$ cat src/hdl/vic_pkg.sv
// ----------------------------------------------------------------------------
// vic_pkg: shared types and constants of the vectored interrupt controller
// register offsets, operation codes, word layouts and front-to-back record
// ----------------------------------------------------------------------------
`default_nettype none
package vic_pkg;

   // operation codes of an input word
   typedef enum logic [1:0] {
      OP_READ  = 2'd0,
      OP_WRITE = 2'd1,
      OP_RAISE = 2'd2,
      OP_CLEAR = 2'd3
   } op_type;

   // register offsets
   localparam logic [31:0] OFF_IRQ_STAT  = 32'h000;
   localparam logic [31:0] OFF_FIQ_STAT  = 32'h004;
   localparam logic [31:0] OFF_RAW_STAT  = 32'h008;
   localparam logic [31:0] OFF_SELECT    = 32'h00C;
   localparam logic [31:0] OFF_ENABLE    = 32'h010;
   localparam logic [31:0] OFF_EN_CLEAR  = 32'h014;
   localparam logic [31:0] OFF_SOFT      = 32'h018;
   localparam logic [31:0] OFF_SOFT_CLR  = 32'h01C;
   localparam logic [31:0] OFF_PROTECT   = 32'h020;
   localparam logic [31:0] OFF_VECT_ADDR = 32'h030;
   localparam logic [31:0] OFF_DEF_VECT  = 32'h034;
   localparam logic [31:0] OFF_VECT_BASE = 32'h100;
   localparam logic [31:0] OFF_CNTL_BASE = 32'h200;
   localparam logic [31:0] OFF_TEST_CTRL = 32'h300;
   localparam logic [31:0] OFF_TEST_IN0  = 32'h304;
   localparam logic [31:0] OFF_TEST_IN1  = 32'h308;
   localparam logic [31:0] OFF_PERIPH_ID = 32'hFE0;

   localparam int unsigned CTRL_WIDTH  = 6;
   localparam int unsigned CTRL_EN_BIT = 5;
   localparam logic [CTRL_WIDTH-1:0] CTRL_MASK = 6'h3F;

   // peripheral and cell id bytes at FE0..FFC
   localparam logic [7:0] ID_BYTES [8] = '{8'h90, 8'h11, 8'h04, 8'h00,
                                           8'h0D, 8'hF0, 8'h05, 8'hB1};

   // input word
   typedef struct packed {
      logic [1:0]  opcode;
      logic [31:0] bus_address;
      logic [31:0] write_data;
      logic [5:0]  source_line;
      logic        daisy_irq;
      logic        daisy_fiq;
   } req_type;

   // result word
   typedef struct packed {
      logic [31:0] read_data;
      logic        irq_out;
      logic        fiq_out;
   } rsp_type;

   // decoded command passed from front to back
   typedef struct packed {
      op_type      op;
      logic [31:0] offset;
      logic [31:0] write_data;
      logic [5:0]  source_line;
      logic        daisy_irq;
      logic        daisy_fiq;
   } cmd_type;

endpackage
`default_nettype wire

$ cat src/hdl/vic_front.sv
// ----------------------------------------------------------------------------
// vic_front: input stage
// takes input words, forms the register offset and queues decoded commands
// ----------------------------------------------------------------------------
`default_nettype none
module vic_front (
   input  wire logic             clock,
   input  wire logic             reset,
   input  wire logic [31:0]      window_base,
   input  wire logic             req_push,
   input  vic_pkg::req_type      req_data,
   output logic                  req_full,
   output logic                  cmd_valid,
   output vic_pkg::cmd_type      cmd_data,
   input  wire logic             cmd_take
);
   import vic_pkg::*;

   // two-entry command queue
   cmd_type    q_ff [2];
   logic [1:0] count_ff, count_in;
   logic       rd_ff, rd_in, wr_ff, wr_in;
   logic       do_push, do_pop;
   cmd_type    dec;

   // classify the word and form its offset
   always_comb begin
      dec.op          = op_type'(req_data.opcode);
      dec.offset      = req_data.bus_address - window_base;
      dec.write_data  = req_data.write_data;
      dec.source_line = req_data.source_line;
      dec.daisy_irq   = req_data.daisy_irq;
      dec.daisy_fiq   = req_data.daisy_fiq;
   end

   assign req_full  = count_ff[1];
   assign do_push   = req_push && !req_full;
   assign cmd_valid = count_ff != 2'd0;
   assign do_pop    = cmd_take && cmd_valid;
   assign cmd_data  = q_ff[rd_ff];

   // pointer and count update
   always_comb begin
      count_in = count_ff + 2'(do_push) - 2'(do_pop);
      wr_in    = wr_ff ^ do_push;
      rd_in    = rd_ff ^ do_pop;
   end

   always_ff @(posedge clock) begin
      if (reset) begin
         count_ff <= '0;
         rd_ff    <= 1'b0;
         wr_ff    <= 1'b0;
      end else begin
         count_ff <= count_in;
         rd_ff    <= rd_in;
         wr_ff    <= wr_in;
      end
   end

   always_ff @(posedge clock) begin
      if (do_push) begin
         q_ff[wr_ff] <= dec;
      end
   end

endmodule
`default_nettype wire

$ cat src/hdl/vic_back.sv
// ----------------------------------------------------------------------------
// vic_back: register file and vector logic
// executes commands, holds the masks, slots and nesting stack, emits results
// ----------------------------------------------------------------------------
`default_nettype none
module vic_back #(
   parameter int unsigned SOURCES = 32,
   parameter int unsigned SLOTS   = 16
) (
   input  wire logic             clock,
   input  wire logic             reset,
   input  wire logic             cmd_valid,
   input  vic_pkg::cmd_type      cmd_data,
   output logic                  cmd_take,
   output logic                  rsp_empty,
   input  wire logic             rsp_pop,
   output vic_pkg::rsp_type      rsp_data
);
   import vic_pkg::*;

   localparam int unsigned SW = (SLOTS > 1) ? $clog2(SLOTS) : 1;
   localparam int unsigned DW = $clog2(SLOTS + 1);

   logic [31:0] raw_ff, raw_in, soft_ff, soft_in, en_ff, en_in, sel_ff, sel_in;
   logic        prot_ff, prot_in, tctl_ff, tctl_in;
   logic [31:0] defv_ff, defv_in, tin0_ff, tin0_in, tin1_ff, tin1_in;
   logic [31:0]           vect_ff [SLOTS];
   logic [CTRL_WIDTH-1:0] ctrl_ff [SLOTS];
   logic [SW-1:0]         stack_ff [SLOTS];
   logic [DW-1:0]         depth_ff, depth_in;
   rsp_type               out_ff, out_in;
   logic                  full_ff, full_in;

   logic [31:0] pend, irq_act, fiq_act, n_act, rd;
   logic [31:0] off;
   logic        do_cmd, is_vect_rd, push_en, in_vect, in_cntl;
   logic [SW-1:0] vslot, cslot, win_slot;
   logic        win_found;
   logic [SLOTS:0] cur;
   logic [31:0] voff, coff;

   assign pend     = raw_ff | soft_ff;
   assign irq_act  = pend & en_ff & ~sel_ff;
   assign fiq_act  = pend & en_ff & sel_ff;
   assign off      = cmd_data.offset;

   // result register: one word, takes a new one once the old is popped
   assign rsp_empty = !full_ff;
   assign rsp_data  = out_ff;
   assign cmd_take  = cmd_valid && (!full_ff || rsp_pop);
   assign do_cmd    = cmd_take;

   // slot decode for the two slot ranges, up to the start of the last slot word
   assign voff    = off - OFF_VECT_BASE;
   assign coff    = off - OFF_CNTL_BASE;
   assign in_vect = voff <= 32'(4 * (SLOTS - 1));
   assign in_cntl = coff <= 32'(4 * (SLOTS - 1));
   assign vslot   = SW'(voff >> 2);
   assign cslot   = SW'(coff >> 2);

   // priority scan of enabled slots, the lowest-numbered active slot wins
   always_comb begin
      win_found = 1'b0;
      win_slot  = '0;
      for (int i = SLOTS - 1; i >= 0; i--) begin
         if (ctrl_ff[i][CTRL_EN_BIT] && irq_act[ctrl_ff[i][4:0]]) begin
            win_found = 1'b1;
            win_slot  = SW'(i);
         end
      end
      cur = (depth_ff == '0) ? (SLOTS+1)'(SLOTS)
                             : (SLOTS+1)'(stack_ff[SW'(depth_ff - 1'b1)]);
   end

   assign is_vect_rd = cmd_data.op == OP_READ && off == OFF_VECT_ADDR;
   assign push_en    = is_vect_rd && win_found && ((SLOTS+1)'(win_slot) < cur)
                       && (depth_ff < DW'(SLOTS));

   // register read mux
   always_comb begin
      rd = '0;
      case (off)
         OFF_IRQ_STAT:  rd = irq_act;
         OFF_FIQ_STAT:  rd = fiq_act;
         OFF_RAW_STAT:  rd = pend;
         OFF_SELECT:    rd = sel_ff;
         OFF_ENABLE:    rd = en_ff;
         OFF_SOFT:      rd = soft_ff;
         OFF_PROTECT:   rd = {31'd0, prot_ff};
         OFF_VECT_ADDR: rd = push_en ? vect_ff[win_slot] : defv_ff;
         OFF_DEF_VECT:  rd = defv_ff;
         OFF_TEST_CTRL: rd = {31'd0, tctl_ff};
         OFF_TEST_IN0:  rd = tin0_ff;
         OFF_TEST_IN1:  rd = tin1_ff;
         default: begin
            if (off[31:5] == OFF_PERIPH_ID[31:5] && off[1:0] == 2'b00) begin
               rd = {24'd0, ID_BYTES[off[4:2]]};
            end else if (in_vect) begin
               rd = vect_ff[vslot];
            end else if (in_cntl) begin
               rd = {26'd0, ctrl_ff[cslot]};
            end
         end
      endcase
   end

   // next state of the scalar registers
   always_comb begin
      raw_in = raw_ff; soft_in = soft_ff; en_in = en_ff; sel_in = sel_ff;
      prot_in = prot_ff; tctl_in = tctl_ff; defv_in = defv_ff;
      tin0_in = tin0_ff; tin1_in = tin1_ff; depth_in = depth_ff;
      case (cmd_data.op)
         OP_READ: begin
            if (push_en) depth_in = depth_ff + 1'b1;
         end
         OP_WRITE: begin
            case (off)
               OFF_SELECT:    sel_in  = cmd_data.write_data;
               OFF_ENABLE:    en_in   = en_ff | cmd_data.write_data;
               OFF_EN_CLEAR:  en_in   = en_ff & ~cmd_data.write_data;
               OFF_SOFT:      soft_in = soft_ff | cmd_data.write_data;
               OFF_SOFT_CLR:  soft_in = soft_ff & ~cmd_data.write_data;
               OFF_PROTECT:   prot_in = cmd_data.write_data[0];
               OFF_VECT_ADDR: if (depth_ff != '0) depth_in = depth_ff - 1'b1;
               OFF_DEF_VECT:  defv_in = cmd_data.write_data;
               OFF_TEST_CTRL: tctl_in = cmd_data.write_data[0];
               OFF_TEST_IN0:  tin0_in = cmd_data.write_data;
               OFF_TEST_IN1:  tin1_in = cmd_data.write_data;
               default: ;
            endcase
         end
         OP_RAISE: begin
            if (cmd_data.source_line < 6'(SOURCES))
               raw_in = raw_ff | (32'd1 << cmd_data.source_line[4:0]);
         end
         default: begin
            if (cmd_data.source_line < 6'(SOURCES))
               raw_in = raw_ff & ~(32'd1 << cmd_data.source_line[4:0]);
         end
      endcase
      // levels after this word
      n_act = (raw_in | soft_in) & en_in;
      out_in.read_data = (cmd_data.op == OP_READ) ? rd : '0;
      out_in.irq_out   = |(n_act & ~sel_in) | cmd_data.daisy_irq;
      out_in.fiq_out   = |(n_act & sel_in) | cmd_data.daisy_fiq;
      full_in = do_cmd ? 1'b1 : (rsp_pop ? 1'b0 : full_ff);
   end

   // control registers
   always_ff @(posedge clock) begin
      if (reset) begin
         raw_ff <= '0; soft_ff <= '0; en_ff <= '0; sel_ff <= '0;
         prot_ff <= 1'b0; tctl_ff <= 1'b0; defv_ff <= '0;
         tin0_ff <= '0; tin1_ff <= '0; depth_ff <= '0; full_ff <= 1'b0;
      end else begin
         full_ff <= full_in;
         if (do_cmd) begin
            raw_ff <= raw_in; soft_ff <= soft_in; en_ff <= en_in; sel_ff <= sel_in;
            prot_ff <= prot_in; tctl_ff <= tctl_in; defv_ff <= defv_in;
            tin0_ff <= tin0_in; tin1_ff <= tin1_in; depth_ff <= depth_in;
         end
      end
   end

   // slot tables, reset to zero
   always_ff @(posedge clock) begin
      if (reset) begin
         for (int i = 0; i < SLOTS; i++) begin
            vect_ff[i] <= '0;
            ctrl_ff[i] <= '0;
         end
      end else if (do_cmd && cmd_data.op == OP_WRITE) begin
         if (in_vect) vect_ff[vslot] <= cmd_data.write_data;
         else if (in_cntl) ctrl_ff[cslot] <= cmd_data.write_data[5:0] & CTRL_MASK;
      end
   end

   // nesting stack and result word
   always_ff @(posedge clock) begin
      if (do_cmd && push_en) stack_ff[SW'(depth_ff)] <= win_slot;
      if (do_cmd) out_ff <= out_in;
   end

endmodule
`default_nettype wire

$ cat src/hdl/vectored_interrupt_controller.sv
// flow: a word accepted into the front queue is taken by the back stage once the result
//   register is free or being popped, and its result is registered onto the result port
// throughput: one word per cycle while results are popped; the slot scan is one
//   combinational priority encoder in the back stage
// reset: synchronous, clears masks, slot tables, stack depth, queues and window base
// ----------------------------------------------------------------------------
// vectored_interrupt_controller: top level
// front queue, execution back end and the window base register port
// ----------------------------------------------------------------------------
`default_nettype none
module vectored_interrupt_controller #(
   parameter int unsigned SOURCES = 32,
   parameter int unsigned SLOTS   = 16
) (
   input  wire logic         clock,
   input  wire logic         reset,
   input  wire logic         req_push,
   output logic              req_full,
   input  vic_pkg::req_type  req_data,
   output logic              rsp_empty,
   input  wire logic         rsp_pop,
   output vic_pkg::rsp_type  rsp_data,
   input  wire logic         csr_psel,
   input  wire logic         csr_penable,
   input  wire logic         csr_pwrite,
   input  wire logic [1:0]   csr_paddr,
   input  wire logic [31:0]  csr_pwdata,
   output logic [31:0]       csr_prdata,
   output logic              csr_pready
);
   import vic_pkg::*;

   logic [31:0] base_ff;
   logic        cmd_valid, cmd_take;
   cmd_type     cmd_data;

   // window base register
   assign csr_pready = 1'b1;
   assign csr_prdata = (csr_paddr == 2'd0) ? base_ff : '0;
   always_ff @(posedge clock) begin
      if (reset) begin
         base_ff <= '0;
      end else if (csr_psel && csr_penable && csr_pwrite && csr_paddr == 2'd0) begin
         base_ff <= csr_pwdata;
      end
   end

   vic_front u_front (
      .clock, .reset, .window_base(base_ff), .req_push, .req_data, .req_full,
      .cmd_valid, .cmd_data, .cmd_take
   );

   vic_back #(.SOURCES(SOURCES), .SLOTS(SLOTS)) u_back (
      .clock, .reset, .cmd_valid, .cmd_data, .cmd_take,
      .rsp_empty, .rsp_pop, .rsp_data
   );

   // a result appears only after a command was taken
   a_rsp_src: assert property (@(posedge clock) disable iff (reset)
      $fell(rsp_empty) |-> $past(cmd_take)) else $error("result without command");
   // a taken command always fills the result register
   a_take_fill: assert property (@(posedge clock) disable iff (reset)
      cmd_take |=> !rsp_empty) else $error("result lost");
   // the front never offers a command it does not hold
   a_take_valid: assert property (@(posedge clock) disable iff (reset)
      cmd_take |-> cmd_valid) else $error("take without command");

endmodule
`default_nettype wire
$ cat config.mk
export PLATFORM = sky130hd
export DESIGN_NAME = vectored_interrupt_controller
export DESIGN_NICKNAME = d
export VERILOG_FILES = /design/src/hdl/vic_pkg.sv /design/src/hdl/vic_front.sv /design/src/hdl/vic_back.sv /design/src/hdl/vectored_interrupt_controller.sv
export SDC_FILE = /design/constraint.sdc
export NUM_CORES = 2
export LEC_CHECK = 0
export BUFFER_PORTS_ARGS = -buffer_cell sky130_fd_sc_hd__buf_2
export CAP_MARGIN = 5
export CORE_ASPECT_RATIO = 1.75
export CORE_MARGIN = 2
export CORE_UTILIZATION = 30
export CTS_CLUSTER_DIAMETER = 150
export CTS_CLUSTER_SIZE = 40
export DETAILED_ROUTE_END_ITERATION = 8
export PLACE_DENSITY_LB_ADDON = 0.05
export SETUP_SLACK_MARGIN = 0.2
export SLEW_MARGIN = 20
export SYNTH_ARGS = -nofsm -noshare
export SYNTH_HDL_FRONTEND = slang
export SYNTH_SLANG_ARGS = --single-unit
$ cat constraint.sdc
create_clock -name clock -period 6.7 [get_ports clock]
set_input_delay 1.005 -clock clock [delete_from_list [all_inputs] [get_ports clock]]
set_output_delay 1.005 -clock clock [all_outputs]
set_load 0.05 [all_outputs]
==> reports/metrics.cfg <==
[timing]
fin_crit_sh_pct = 94.7
fin_skew_ns = 0.0618
maxSlewHeadroom_pct = 20.7
fmax_ghz = 0.158
fin_crit_ns = 6.34
rsz0062_at_grt = false
hold_violations = 0
finalSetupViolations = 0
slew_viol_final = 0
worstMarginPinSlew_ns = 1.16

[critical_path]
arrival_ns = 6.82
setup.worst_path.end = u_back.rsp_data[5]
critPathMaxFanout = 10
cp-end-kind = register
r2r-end = u_back.rsp_data[5]
path_cells = nor2_1 -> buf_4 -> a2111oi_0 -> a311oi_1 -> a22o_1 -> or2_2 -> or2_1 -> o311a_1 -> o21a_1 -> ha_1 -> a21o_1 -> a21oi_1 -> a21oi_1 -> or3_1 -> nor3_1 -> buf_4 -> o211ai_4 -> and2_1 -> a2111oi_0 -> o221ai_1
worstPathRequired_ns = 7.17
critical_path.max_stage_delay_ns = 0.84
path_delay_family = compound AO/OA/AOI/OAI gates
critPathLaunch = u_back.sel_ff[25]
critPathSlowestCell = a2111oi_0
reg2reg_from = u_back.sel_ff[25]
start_kind = register
path_depth = 20
crit_buf_inv = 2
rrSetupSlack_ns = 0.36
rr_worst_depth = 20
critPathKind = reg2reg

[cts]
cts_tree = built
clkLatencyLatePin_ns = 0.77
htreeDepth = 2
cts-buffers-inserted = 34
clk_pin_slew_worst_paths_ns = 0.17
cts_sinks = 1122
clockBufferDepth = 3
cts_root_buf = clkbuf_16

[global_routing]
gr-usage-all-layers_pct = 32.9
grt_max_degree = 147
grt_pass1_vias = 55776
grt_overflow = 0
antenna_found_initial = 17
grt_pass1_wl_um = 482000

[yosys]
syn_inst = 6554
muxShareOfSynthArea_pct = 10.9
syn-cell-area_um2 = 62900
synthesis.nets = 6716
synth_top_cell_area_share_pct = 40.7
avgSynthCellArea_um2 = 9.60
yosys.cell_types.count = 87
ys_seq_area_share_pct = 49.3
yosysTopAreaCell = edfxtp_1
synth_top_family_by_area = simple AND/OR/NAND/NOR gates
yosys-top-cells-area = edfxtp_1, dfxtp_1, nand2_1
synth_adder_area_share_pct = 0.946
synth_xor_area_share_pct = 0.668
yosys.area_share.simple_pct = 18.4
ys_warn_count = 0
synth-async-reset-ratio_pct = 0
ys.flop_type = edfxtp_1
synth-compound-area-share_pct = 15.6
synth_edf_count = 854
synth-seq-cells = 1122

[cells_and_area]
fillCellCount = 21630
finalInstanceArea_um2 = 71200
final_common_cell = nand2_1
mostFrequentLayoutCells = nand2_1, nor2_1, edfxtp_1
nets = 6871
drive_gt1_share_pct = 16.2
synthToLayoutAreaGrowth_pct = 13.2

[drt]
first_pass_iters = 6
drc = 0
first_iter_violations = 5298
avgViaCountPerCell = 5.90
wire_per_inst_um = 37.6
ant_nets = 0
vias = 56360
wl_um = 359000

[floorplanning]
die_h_um = 610
num_rows = 222
ioPinCount = 184
initial_core_util_pct = 30.1
core_area_um2 = 209000
die_w_um = 350
die-area_um2 = 214000

[placed_design]
placed_area_um2 = 70000
gp_congestion = 0.996
io_buffers = 182
dpl.hpwl_um = 256000

[outcome]
status = finished clean

[power_and_ir_drop]
power_uw = 18000
p_per_area_nw_per_um2 = 253
power.leakage_uw = 0.0238
peakVddDrop_uv = 182

[hold_path]
hold_class = in2reg

[job]
drv_cap = 0

per-stage QoR:
stage | utilization (%) | TNS, ns | hold WS [ns] | std cells | worst slack [ns]
floorplan | - | 0 | 0.436 | 6554 | 0.843
global placement | 33.5 | -11.49 | 0.442 | 9468 | -0.223
detailed placement | 33.5 | 0 | 0.447 | 9468 | 0.242
CTS | 34.0 | 0 | 0.377 | 9529 | 0.325
global route | 34.1 | 0 | 0.387 | 9542 | 0.208
finish | 34.1 | 0 | 0.414 | 9550 | 0.355
where the power goes:
group | total [uW] | leakage, uW | switching (uW) | internal (uW)
registers | 8220 | 0.0107 | 332 | 7890
logic | 6380 | 0.0126 | 4760 | 1620
clock network | 3440 | 0.000491 | 2410 | 1030
total | 18000 | 0.0238 | 7510 | 10500
layer usage:
metal / routed length [um] / up-vias / track usage (%)
li1: - / 24394 / -
met1: 125000 / 28685 / 35.0
met2: 182000 / 2454 / 58.7
met3: 18000 / 809 / 4.11
met4: 33800 / 18 / 25.4
met5: 114 / - / 0
registers in the layout (all words and copies together), names as in the netlist, 34 cells and up:
name,count
u_back.stack_ff,64
u_front.q_ff,148
u_back.ctrl_ff,96
u_back.rsp_data,34
u_back.vect_ff,512
timing repair:
action / 4_1_cts / 5_1_grt
resized for setup: 1 / 7
pin swaps: 0 / 1
hold buffers: 0 / 0
setup buffers: 0 / 2
setup endpoints to repair: 10 / 94
Yosys cell counts (119+ instances only):
master / number
o21ai_0: 209
nor2_1: 968
a311oi_1: 119
mux2i_1: 294
nand2_1: 1060
dfxtp_1: 268
a211oi_1: 180
clkbuf_1: 426
edfxtp_1: 854
nor3_1: 130
a21oi_1: 344
nand3_1: 210
kinds of logic (layout without fill, tap and decap cells):
family	after synthesis	in the layout
simple gates	2715	2715
other cells	1	17
xor+xnor	48	48
fa+ha+maj	47	47
buf+inv	664	844
compound gates	1430	1430
mux	527	527
flops	1122	1122
worst min-delay path by stage:
stage                       startpoint                  end  slack, ns  cells after the start
after floorplan            base_ff[10]          base_ff[10]       0.44                      2
after global placement     base_ff[18]          base_ff[18]       0.44                      2
after detailed placement   base_ff[19]          base_ff[19]       0.45                      2
after CTS                 req_data[31]  u_front.q_ff[0][31]       0.38                      1
after global routing      req_data[31]  u_front.q_ff[0][31]       0.39                      1
final                     req_data[31]  u_front.q_ff[0][31]       0.41                      1
layout make-up:
cell class / instances / area [um2] / area share [%]
antenna: 16 / 40.0 / 0.0562
clock buffer: 56 / 955 / 1.34
clock inverter: 5 / 72.6 / 0.102
inverter: 92 / 354 / 0.497
multi-input combinational: 4768 / 30000 / 42.1
sequential: 1122 / 31000 / 43.5
tap: 2800 / 3500 / 4.92
timing repair buffer: 691 / 5330 / 7.48
(Power assumes the default switching activity.)
